File: src/rtl/lcgp_pkg.sv
// lcgp_pkg: shared constants and types for the LRU key-value cache.
// Depends on nothing; used by lcgp_rsp_if, the cell and the top level.
package lcgp_pkg;

    localparam int ENTRIES    = 16;
    localparam int KEY_BITS   = 32;
    localparam int VALUE_BITS = 32;
    localparam int IDX_W      = $clog2(ENTRIES);
    localparam int OCC_W      = $clog2(ENTRIES + 1);
    localparam int CAP_W      = 5;
    localparam int CAP_RESET  = 16;

    // access kinds
    localparam logic KIND_GET = 1'b0;
    localparam logic KIND_PUT = 1'b1;

    // one cache entry as it moves down the chain
    typedef struct packed {
        logic                  valid;
        logic [KEY_BITS-1:0]   key;
        logic [VALUE_BITS-1:0] value;
    } t_entry;

    // per-cell control from the top level
    typedef struct packed {
        logic step;    // an accepted access changes the chain this cycle
        logic insert;  // new key enters at the head, every cell shifts
        logic drop;    // this cell receives the evicted entry: clear its valid
    } t_cell_ctl;

endpackage

File: src/rtl/lcgp_ifs.sv
// lcgp_ifs: valid/ready channel interfaces for access words and result words.
// Depends on lcgp_pkg for the lcgp_rsp_if field widths.
interface lcgp_req_if;
    logic                            valid;
    logic                            ready;
    logic                            kind;
    logic [31:0]                     key;
    logic [31:0]                     value;

    modport source (output valid, output kind, output key, output value, input ready);
    modport sink   (input valid, input kind, input key, input value, output ready);
endinterface

interface lcgp_rsp_if;
    logic                            valid;
    logic                            ready;
    logic                            hit;
    logic [lcgp_pkg::VALUE_BITS-1:0] read_value;

    modport source (output valid, output hit, output read_value, input ready);
    modport sink   (input valid, input hit, input read_value, output ready);
endinterface

File: src/rtl/lru_cache_get_put_core.sv
// lru_cache_get_put_core: fully associative LRU key-value cache, top level.
// Depends on lcgp_pkg, lcgp_ifs (lcgp_req_if, lcgp_rsp_if) and lcgp_cell.
//
//  channel   dir  handshake      payload
//  i_req     in   valid/ready    kind, key, value
//  o_rsp     out  valid/ready    hit, read_value
//  capacity  in   i_cap_we       i_cap_wdata[4:0]
//
// One access word per cycle unless the output stalls; its result word appears in the cycle after acceptance.
// The rate is set by the row of cells: all positions compare in parallel and the
// recency chain shifts by one position in the same cycle.
// i_req.ready drops only while a result word waits and o_rsp.ready is low.
// Synchronous reset empties the cache and sets capacity to 16.
module lru_cache_get_put_core (
    input  logic                            i_clk,
    input  logic                            i_rst_n,
    input  logic                            i_cap_we,
    input  logic [lcgp_pkg::CAP_W-1:0]      i_cap_wdata,
    lcgp_req_if.sink                        i_req,
    lcgp_rsp_if.source                      o_rsp
);

    localparam int N = lcgp_pkg::ENTRIES;

    logic [lcgp_pkg::CAP_W-1:0]      r_cap;
    logic [lcgp_pkg::OCC_W-1:0]      r_occ;
    logic [lcgp_pkg::OCC_W-1:0]      n_occ;
    logic                            r_out_valid;
    logic                            r_hit;
    logic [lcgp_pkg::VALUE_BITS-1:0] r_rd;

    lcgp_pkg::t_entry                w_entry [N];
    lcgp_pkg::t_cell_ctl             w_ctl   [N];
    logic [N-1:0]                    w_match;
    logic [N:0]                      w_chain;
    logic [N-1:0]                    w_valid_vec;
    lcgp_pkg::t_entry                w_head;
    logic [lcgp_pkg::KEY_BITS-1:0]   w_key;
    logic [lcgp_pkg::VALUE_BITS-1:0] w_hit_value;
    logic [lcgp_pkg::OCC_W-1:0]      w_cap_eff;
    logic                            w_accept;
    logic                            w_hit;
    logic                            w_put;
    logic                            w_full;
    logic                            w_insert;
    logic                            w_evict;

    // accept while the output register is free or being drained
    assign i_req.ready = !r_out_valid || o_rsp.ready;
    assign w_accept    = i_req.valid && i_req.ready;
    assign w_key       = i_req.key[lcgp_pkg::KEY_BITS-1:0];
    assign w_put       = (i_req.kind == lcgp_pkg::KIND_PUT);

    // capacity register
    always_ff @(posedge i_clk) begin
        if (!i_rst_n) begin
            r_cap <= lcgp_pkg::CAP_W'(lcgp_pkg::CAP_RESET);
        end else if (i_cap_we) begin
            r_cap <= i_cap_wdata;
        end
    end

    // clamp capacity to the number of cells
    assign w_cap_eff = (32'(r_cap) > N) ? lcgp_pkg::OCC_W'(N) : lcgp_pkg::OCC_W'(r_cap);

    // row of cells, chain of "hit at or below" running toward the head
    assign w_chain[N] = 1'b0;
    for (genvar g = 0; g < N; g++) begin : g_cell
        lcgp_pkg::t_entry w_prev;
        if (g == 0) begin : g_head
            assign w_prev = w_head;
        end else begin : g_body
            assign w_prev = w_entry[g-1];
        end
        lcgp_cell u_cell (
            .i_clk   (i_clk),
            .i_rst_n (i_rst_n),
            .i_ctl   (w_ctl[g]),
            .i_prev  (w_prev),
            .i_key   (w_key),
            .i_chain (w_chain[g+1]),
            .o_entry (w_entry[g]),
            .o_match (w_match[g]),
            .o_chain (w_chain[g])
        );
        assign w_valid_vec[g] = w_entry[g].valid;
    end

    assign w_hit = w_chain[0];

    // select the stored value of the matching cell
    always_comb begin
        w_hit_value = '0;
        for (int i = 0; i < N; i++) begin
            if (w_match[i]) begin
                w_hit_value = w_hit_value | w_entry[i].value;
            end
        end
    end

    // miss handling: insert below capacity, evict-and-insert at or above it
    assign w_full   = (r_occ >= w_cap_eff);
    assign w_insert = w_put && !w_hit && (!w_full || (r_occ != '0));
    assign w_evict  = w_put && !w_hit && w_full && (r_occ != '0);

    // head word: promoted entry on a hit, new entry on insert
    assign w_head = '{valid: 1'b1, key: w_key,
                      value: w_put ? i_req.value[lcgp_pkg::VALUE_BITS-1:0] : w_hit_value};

    // per-cell control; the cell just past the last valid one drops the victim
    always_comb begin
        for (int i = 0; i < N; i++) begin
            w_ctl[i].step   = w_accept;
            w_ctl[i].insert = w_insert;
            w_ctl[i].drop   = w_evict
                              && (lcgp_pkg::OCC_W'(i) == r_occ);
        end
    end

    // occupancy grows only on an insert without eviction
    always_comb begin
        n_occ = r_occ;
        if (w_accept && w_insert && !w_evict) begin
            n_occ = r_occ + lcgp_pkg::OCC_W'(1);
        end
    end

    always_ff @(posedge i_clk) begin
        if (!i_rst_n) begin
            r_occ <= '0;
        end else begin
            r_occ <= n_occ;
        end
    end

    // output register: load on accept, drop on drain
    always_ff @(posedge i_clk) begin
        if (!i_rst_n) begin
            r_out_valid <= 1'b0;
        end else if (w_accept) begin
            r_out_valid <= 1'b1;
        end else if (o_rsp.ready) begin
            r_out_valid <= 1'b0;
        end
    end

    always_ff @(posedge i_clk) begin
        if (w_accept) begin
            r_hit <= w_hit;
            r_rd  <= (w_hit && !w_put) ? w_hit_value : '0;
        end
    end

    assign o_rsp.valid      = r_out_valid;
    assign o_rsp.hit        = r_hit;
    assign o_rsp.read_value = r_rd;

    // valid cells always form a contiguous run from the head of length occupancy
    logic [N-1:0] w_occ_mask;
    always_comb begin
        for (int i = 0; i < N; i++) begin
            w_occ_mask[i] = (lcgp_pkg::OCC_W'(i) < r_occ);
        end
    end

    a_occ_bound: assert property (@(posedge i_clk) disable iff (!i_rst_n)
        32'(r_occ) <= N)
        else $error("occupancy above cell count");

    a_contiguous: assert property (@(posedge i_clk) disable iff (!i_rst_n)
        w_valid_vec == w_occ_mask)
        else $error("valid cells do not match occupancy");

    a_unique_key: assert property (@(posedge i_clk) disable iff (!i_rst_n)
        $onehot0(w_match))
        else $error("key present in more than one cell");

    a_put_at_head: assert property (@(posedge i_clk) disable iff (!i_rst_n)
        (w_accept && w_put && (w_hit || w_insert)) |=>
            (w_entry[0].valid && (w_entry[0].key == $past(w_key))))
        else $error("stored key not at head after put");

endmodule

File: src/rtl/lcgp_cell.sv
// lcgp_cell: one recency position of the LRU chain (position 0 = most recent).
// Depends on lcgp_pkg; instantiated in a row by lru_cache_get_put_core.
module lcgp_cell (
    input  logic                          i_clk,
    input  logic                          i_rst_n,
    input  lcgp_pkg::t_cell_ctl           i_ctl,
    input  lcgp_pkg::t_entry              i_prev,
    input  logic [lcgp_pkg::KEY_BITS-1:0] i_key,
    input  logic                          i_chain,
    output lcgp_pkg::t_entry              o_entry,
    output logic                          o_match,
    output logic                          o_chain
);

    logic                            r_valid;
    logic [lcgp_pkg::KEY_BITS-1:0]   r_key;
    logic [lcgp_pkg::VALUE_BITS-1:0] r_value;
    logic                            w_shift;

    // compare the lookup key; pass "hit here or further down" toward the head
    assign o_match = r_valid && (r_key == i_key);
    assign o_chain = o_match | i_chain;

    // shift from the neighbor on insert, or when the hit lies at or below this cell
    assign w_shift = i_ctl.step && (i_ctl.insert || o_chain);

    // clear valid under reset, advance it with the chain
    always_ff @(posedge i_clk) begin
        if (!i_rst_n) begin
            r_valid <= 1'b0;
        end else if (w_shift) begin
            r_valid <= i_prev.valid && !i_ctl.drop;
        end
    end

    // advance key and value with the chain
    always_ff @(posedge i_clk) begin
        if (w_shift) begin
            r_key   <= i_prev.key;
            r_value <= i_prev.value;
        end
    end

    assign o_entry = '{valid: r_valid, key: r_key, value: r_value};

endmodule
File: src/flat_wrapper.sv
// flat-port wrapper written by rule: the top's interface ports become plain ports
module lru_cache_get_put_core_flat 
  (i_clk, i_rst_n, i_cap_we, i_cap_wdata, i_req_valid, i_req_kind, i_req_key, i_req_value, i_req_ready, o_rsp_valid, o_rsp_hit, o_rsp_read_value, o_rsp_ready);
  lcgp_req_if i_req_i ();
  lcgp_rsp_if o_rsp_i ();
  input  logic i_clk;
  input  logic i_rst_n;
  input  logic i_cap_we;
  input  logic [lcgp_pkg::CAP_W-1:0] i_cap_wdata;
  input wire logic [$bits(i_req_i.valid)-1:0] i_req_valid;
  input wire logic [$bits(i_req_i.kind)-1:0] i_req_kind;
  input wire logic [$bits(i_req_i.key)-1:0] i_req_key;
  input wire logic [$bits(i_req_i.value)-1:0] i_req_value;
  output wire logic [$bits(i_req_i.ready)-1:0] i_req_ready;
  output wire logic [$bits(o_rsp_i.valid)-1:0] o_rsp_valid;
  output wire logic [$bits(o_rsp_i.hit)-1:0] o_rsp_hit;
  output wire logic [$bits(o_rsp_i.read_value)-1:0] o_rsp_read_value;
  input wire logic [$bits(o_rsp_i.ready)-1:0] o_rsp_ready;
  assign i_req_i.valid = i_req_valid;
  assign i_req_i.kind = i_req_kind;
  assign i_req_i.key = i_req_key;
  assign i_req_i.value = i_req_value;
  assign i_req_ready = i_req_i.ready;
  assign o_rsp_valid = o_rsp_i.valid;
  assign o_rsp_hit = o_rsp_i.hit;
  assign o_rsp_read_value = o_rsp_i.read_value;
  assign o_rsp_i.ready = o_rsp_ready;
  lru_cache_get_put_core u_core (.i_clk(i_clk), .i_rst_n(i_rst_n), .i_cap_we(i_cap_we), .i_cap_wdata(i_cap_wdata), .i_req(i_req_i), .o_rsp(o_rsp_i));
endmodule
File: config.mk
export PLATFORM = sky130hd
export DESIGN_NAME = lru_cache_get_put_core_flat
export DESIGN_NICKNAME = d
export VERILOG_FILES = /design/src/rtl/lcgp_pkg.sv /design/src/rtl/lcgp_ifs.sv /design/src/rtl/lru_cache_get_put_core.sv /design/src/rtl/lcgp_cell.sv /design/src/flat_wrapper.sv
export SDC_FILE = /design/constraint.sdc
export NUM_CORES = 1
export LEC_CHECK = 0
export BUFFER_PORTS_ARGS = -buffer_cell sky130_fd_sc_hd__buf_2
export CAP_MARGIN = 20
export CORE_MARGIN = 4
export CORE_UTILIZATION = 60
export CTS_BUF_LIST = sky130_fd_sc_hd__clkbuf_2
export DETAILED_ROUTE_END_ITERATION = 10
export PLACE_DENSITY = 0.8
export SLEW_MARGIN = 5
export SYNTH_ARGS = -nofsm -noshare
export SYNTH_HDL_FRONTEND = slang
export SYNTH_HIERARCHICAL = 1
export SYNTH_SLANG_ARGS = --single-unit
File: constraint.sdc
create_clock -name i_clk -period 8.7 [get_ports i_clk]
set_input_delay 2.61 -clock i_clk [delete_from_list [all_inputs] [get_ports i_clk]]
set_output_delay 2.61 -clock i_clk [all_outputs]
set_load 0.005 [all_outputs]
; Word level (Yosys, flattened, before mapping)
; Index checks and enable logic that the tools add are counted.
[word_totals]
input_bits = 75
output_inout_bits = 35
regBits = 1084
word_cells = 250
[classes]
n_lt_le_gt_ge = 2
add_sub_neg = 1
eq_ne = 31
bitwise_logic = 30
mux = 20
reduce_logical = 113
[ops]
columns = op, n
row1 = $mux W32, 17
row2 = $eq A32 B32 Y1, 16
row3 = $or A32 B32 Y32, 15
row4 = $logic_and A1 B1 Y1, 71
row5 = $eq A4 B5 Y1 const A, 8
row6 = $logic_not A1 Y1, 21
row7 = $eq A3 B5 Y1 const A, 4
row8 = $logic_or A1 B1 Y1, 18
row9 = $or A1 B1 Y1, 15
row10 = $eq A2 B5 Y1 const A, 2
row11 = $add A5 B1 Y5 const B, 1
row12 = $eq A1 B5 Y1 const A, 1
row13 = $ge A5 B5 Y1, 1
row14 = $gt A5 B5 Y1 const B, 1
row15 = $logic_not A5 Y1, 1
row16 = $mux W5, 1
row17 = $reduce_bool A5 Y1, 1
row18 = $mux W1, 2
row19 = $reduce_bool A2 Y1, 1

; Longest topological paths before layout
[logic_depth]
depth_word = 34
mapped_depth = 25
mapped_depth_nobuf = 25

; Cells and area by module
; The synthesis kept the hierarchy.
[by_module_without_submodules]
columns = mod, area_per_inst_um2, cells_each, seq_area_each_um2, n_inst
row1 = lcgp_cell, 2433.6, 129, 1941.9, 16
row2 = lru_cache_get_put_core, 5362.6, 579, 1211.2, 1

; Worst setup path after synthesis
; Ideal clock, no wire load.
[synth_path]
path_type = input-to-reg
start = in i_req_key[26]
end = reg u_core/g_cell[0].u_cell/r_key[0] (netlist bit), enable pin
n_path_buf = 0
setup_slack_ps = 729
arrival_time_ps = 7544
path_stages = 24
t_required_ps = 8273
setup_time_ps = 427
path_cell_list = xor2_1 > nor4_1 > nand4_1 > or4_1 > nand2b_1 > nand2b_1 > nand2b_1 > nand2b_1 > nand2b_1 > nand2b_1 > nand2b_1 > nand2b_1 > nand2b_1 > nand2b_1 > nand2b_1 > nand2b_1 > nand2b_1 > nand2b_1 > nand2b_1 > nand2b_1 > and2b_2 > o41a_1 > o21a_1 > a41o_1
[synth_rtl]
columns = element, line
row1 = from (decl), flat_wrapper.sv:12  ; input wire logic [$bits(i_req_i.key)-1:0] i_req_key;
row2 = to (signal assigned), lcgp_cell.sv:39  ; r_key <= i_prev.key;
row3 = to (decl), lcgp_cell.sv:16  ; logic [lcgp_pkg::KEY_BITS-1:0] r_key;

==> out/results.tsv <==
stage	metric	value	unit
final_layout	area_delta_synth_final	11.77	%
pwr	intPower	7.515	mW
final_layout	n_fill_cell	4706	
pwr	p_total	10.13	mW
clock_tree	root_buffer	clkbuf_2	
pwr	powerDensity	204.6	mW/mm^2
clock_tree	numCtsBuffers	276	
final_layout	fin_util	0.6774	
worst_setup_path	crit_path_max_fanout	16	
clock_tree	cts_hold_buf	0	
worst_setup_path	critPathMaxStageDelay	0.59	ns
clock_tree	cts_buffer_depth	4	
global_route	grt_pass1_wl	170600	microns
worst_setup_path	path_buf_inv	4	
clock_tree	cts_resized	0	
floorplan	initial_core_util	0.6061	
worst_setup_path	path_delay_family	simple AND/OR/NAND/NOR gates	
timing	post-route-period-util	0.8132	
drt	wl	116300	microns
worst_hold_path	min-delay-path-class	flop to flop	
placement	numPortBuffers	109	
drt	drt-initial-drc-count	3558	
worst_setup_path	cp-end-kind	flop	
floorplan	core-area	0.07308	sq mm
timing	fin_tns_setup	0	ns
placement	dpl.hpwl	80950	microns
synth	synth.avg_cell_area	16.76	sq um
clock_tree	cts_tree	done	
floorplan	io_pins	110	
drt	wl_per_cell	27.64	microns
final_layout	fin_area	0.04950	sq mm
placement	place.gp.congestion	0.9550	
worst_setup_path	worstPathArrival	8.12	ns
clock_tree	cts_setup_buffers	0	
drt	route.detailed.drc	0	
global_route	overflow	0	
global_route	grt_pass1_vias	28340	
clock_tree	clk_latency	1.43	ns
final_layout	final_cell_mix	edfxtp_1 (1,057), xor2_1 (416), clkbuf_2 (379), nor4_1 (161), a22o_1 (128)	
clock_tree	h-tree-depth	5	
pwr	p_sw	2.613	mW
worst_setup_path	critPathKind	input pin to flop	
timing	worst_slew_pin_slew	1.248	ns
worst_setup_path	startpoint_type	input pin	
pwr	pwr-share-seq	0.614	
placement	dpl_cell_area	0.04726	sq mm
timing	finClkSkew	0.1568	ns
global_route	grt_use_total	0.2946	
drt	vias	27260	
global_route	antenna_found_initial	1	
synth	syn_area	0.04429	sq mm
worst_setup_path	crit_top_cell	nand2b_1	
pwr	share_comb_of_total_power	0.074	
timing	whs	0.3906	ns
timing	relSlewSlack	0.1674	
pwr	clkPwrFrac	0.312	
timing	slew_viol_final	0	
timing	grt_setup_unrepaired	false	
clock_tree	cts_sinks	1084	
floorplan	die-width	279.7	microns
timing	max_freq	141.4	MHz
floorplan	die_area	0.07823	sq mm
worst_setup_path	critPathRequiredTime	9.74	ns
floorplan	die_height	279.7	microns
pwr	swShare	0.2580	
final_layout	num-nets-final	3176	
final_layout	layout-drive-gt1-share	0.2034	
timing	timing.final.crit_period	7.074	ns
timing	setup_viol	0	
pwr	vdd_ir_drop_max	124.2	uV
drt	avgViaCountPerCell	6.480	
synth	syn_inst	2642	
synth	yosysWarnings	6	
clock_tree	clk_pin_slew_worst_paths	0.11	ns
worst_setup_path	cp_slowest_cell	or4_1	
global_route	grt_start_max_net_pins	66	
drt	drtPass1Iterations	6	
timing	hold_viol	0	
final_layout	final_common_cell	edfxtp_1	
floorplan	row_count	99	
drt	ant_nets	0	
pwr	leakagePower	17.34	nW
status	run_status	finished clean	
run	drv_cap	0	
[final cells by class]
| type | instances | area, sq um | area share |
|---|---|---|---|
| tap | 959 | 1200 | 0.02424 |
| antenna | 3 | 7.507 | 0.0001516 |
| multi-input combinational | 1432 | 11490 | 0.2322 |
| clock inverter | 53 | 259.0 | 0.005232 |
| timing repair buffer | 243 | 2165 | 0.04373 |
| clock buffer | 379 | 1897 | 0.03832 |
| inverter | 54 | 202.7 | 0.004095 |
| sequential | 1084 | 32280 | 0.6521 |
[worst register-to-register path: stages (launching register included)]
cell and delay [ns]:
edfxtp_1 0.39, xor2_1 0.17, nor4_1 0.33, buf_4 0.19
nand4_1 0.09, or4_1 0.59, nand2b_1 0.12, nand2b_1 0.15
nand2b_1 0.18, nand2b_1 0.17, nand2b_1 0.16, nand2b_1 0.15
nand2b_1 0.15, nand2b_1 0.15, nand2b_1 0.16, nand2b_1 0.16
nand2b_1 0.16, nand2b_1 0.16, nand2b_1 0.18, nand2b_1 0.16
nand2b_1 0.14, nand2b_1 0.16, and2b_2 0.30, o41a_1 0.16
buf_12 0.18, o21a_1 0.19, a41o_4 0.34, buf_12 0.20
[power groups by stage]
stage	clock (mW)	combinational, mW	sequential [mW]
finish	3.16	0.749	6.22
global route	3.49	0.793	6.24
CTS	3.20	0.738	6.21
detailed placement	0	0.735	6.33
global placement	0	0.712	6.31
floorplan	0	0.375	6.28
[path summary, 6_finish.rpt]
| path | slack [ns] | depth (start not counted) | from | to |
|---|---|---|---|---|
| setup / recovery | 1.63 | 28 | i_req_key[6] | u_core/g_cell[2].u_cell/r_value[27] |
| hold / removal | 0.39 | 0 | u_core/g_cell[2].u_cell/r_value[9] | u_core/g_cell[3].u_cell/r_value[9] |
| setup reg to reg | 2.72 | 27 | u_core/g_cell[15].u_cell/r_key[1] | u_core/g_cell[2].u_cell/r_value[27] |
| hold reg to reg | 0.39 | 0 | u_core/g_cell[2].u_cell/r_value[9] | u_core/g_cell[3].u_cell/r_value[9] |
[sequential cells by signal (all words and copies together) (netlist names)]
register and cells:
u_core/o_rsp.read_value 32, u_core/o_rsp.valid 1, u_core/g_cell.u_cell/r_valid 16, u_core/g_cell.u_cell/r_value 512, u_core/o_rsp.hit 1, u_core/g_cell.u_cell/r_key 512
u_core/r_occ 5, u_core/r_cap 5
[routing by layer]
layer  part of all wire  up-vias  GRT usage
li1                   -    11540          -
met1               0.38    13200     0.4010
met2               0.46     2162     0.4596
met3               0.12      361    0.07626
met4              0.037        0     0.1224
met5                  0        -          0
[through the flow]
step / std cells / setup WS, ns
finish: 4207 / 1.626
global route: 4205 / 1.535
CTS: 4201 / 1.942
detailed placement: 3769 / 0.5070
global placement: 3767 / 0.5274
floorplan: 2644 / 0.7290
Power figures use the tool's default switching activity.
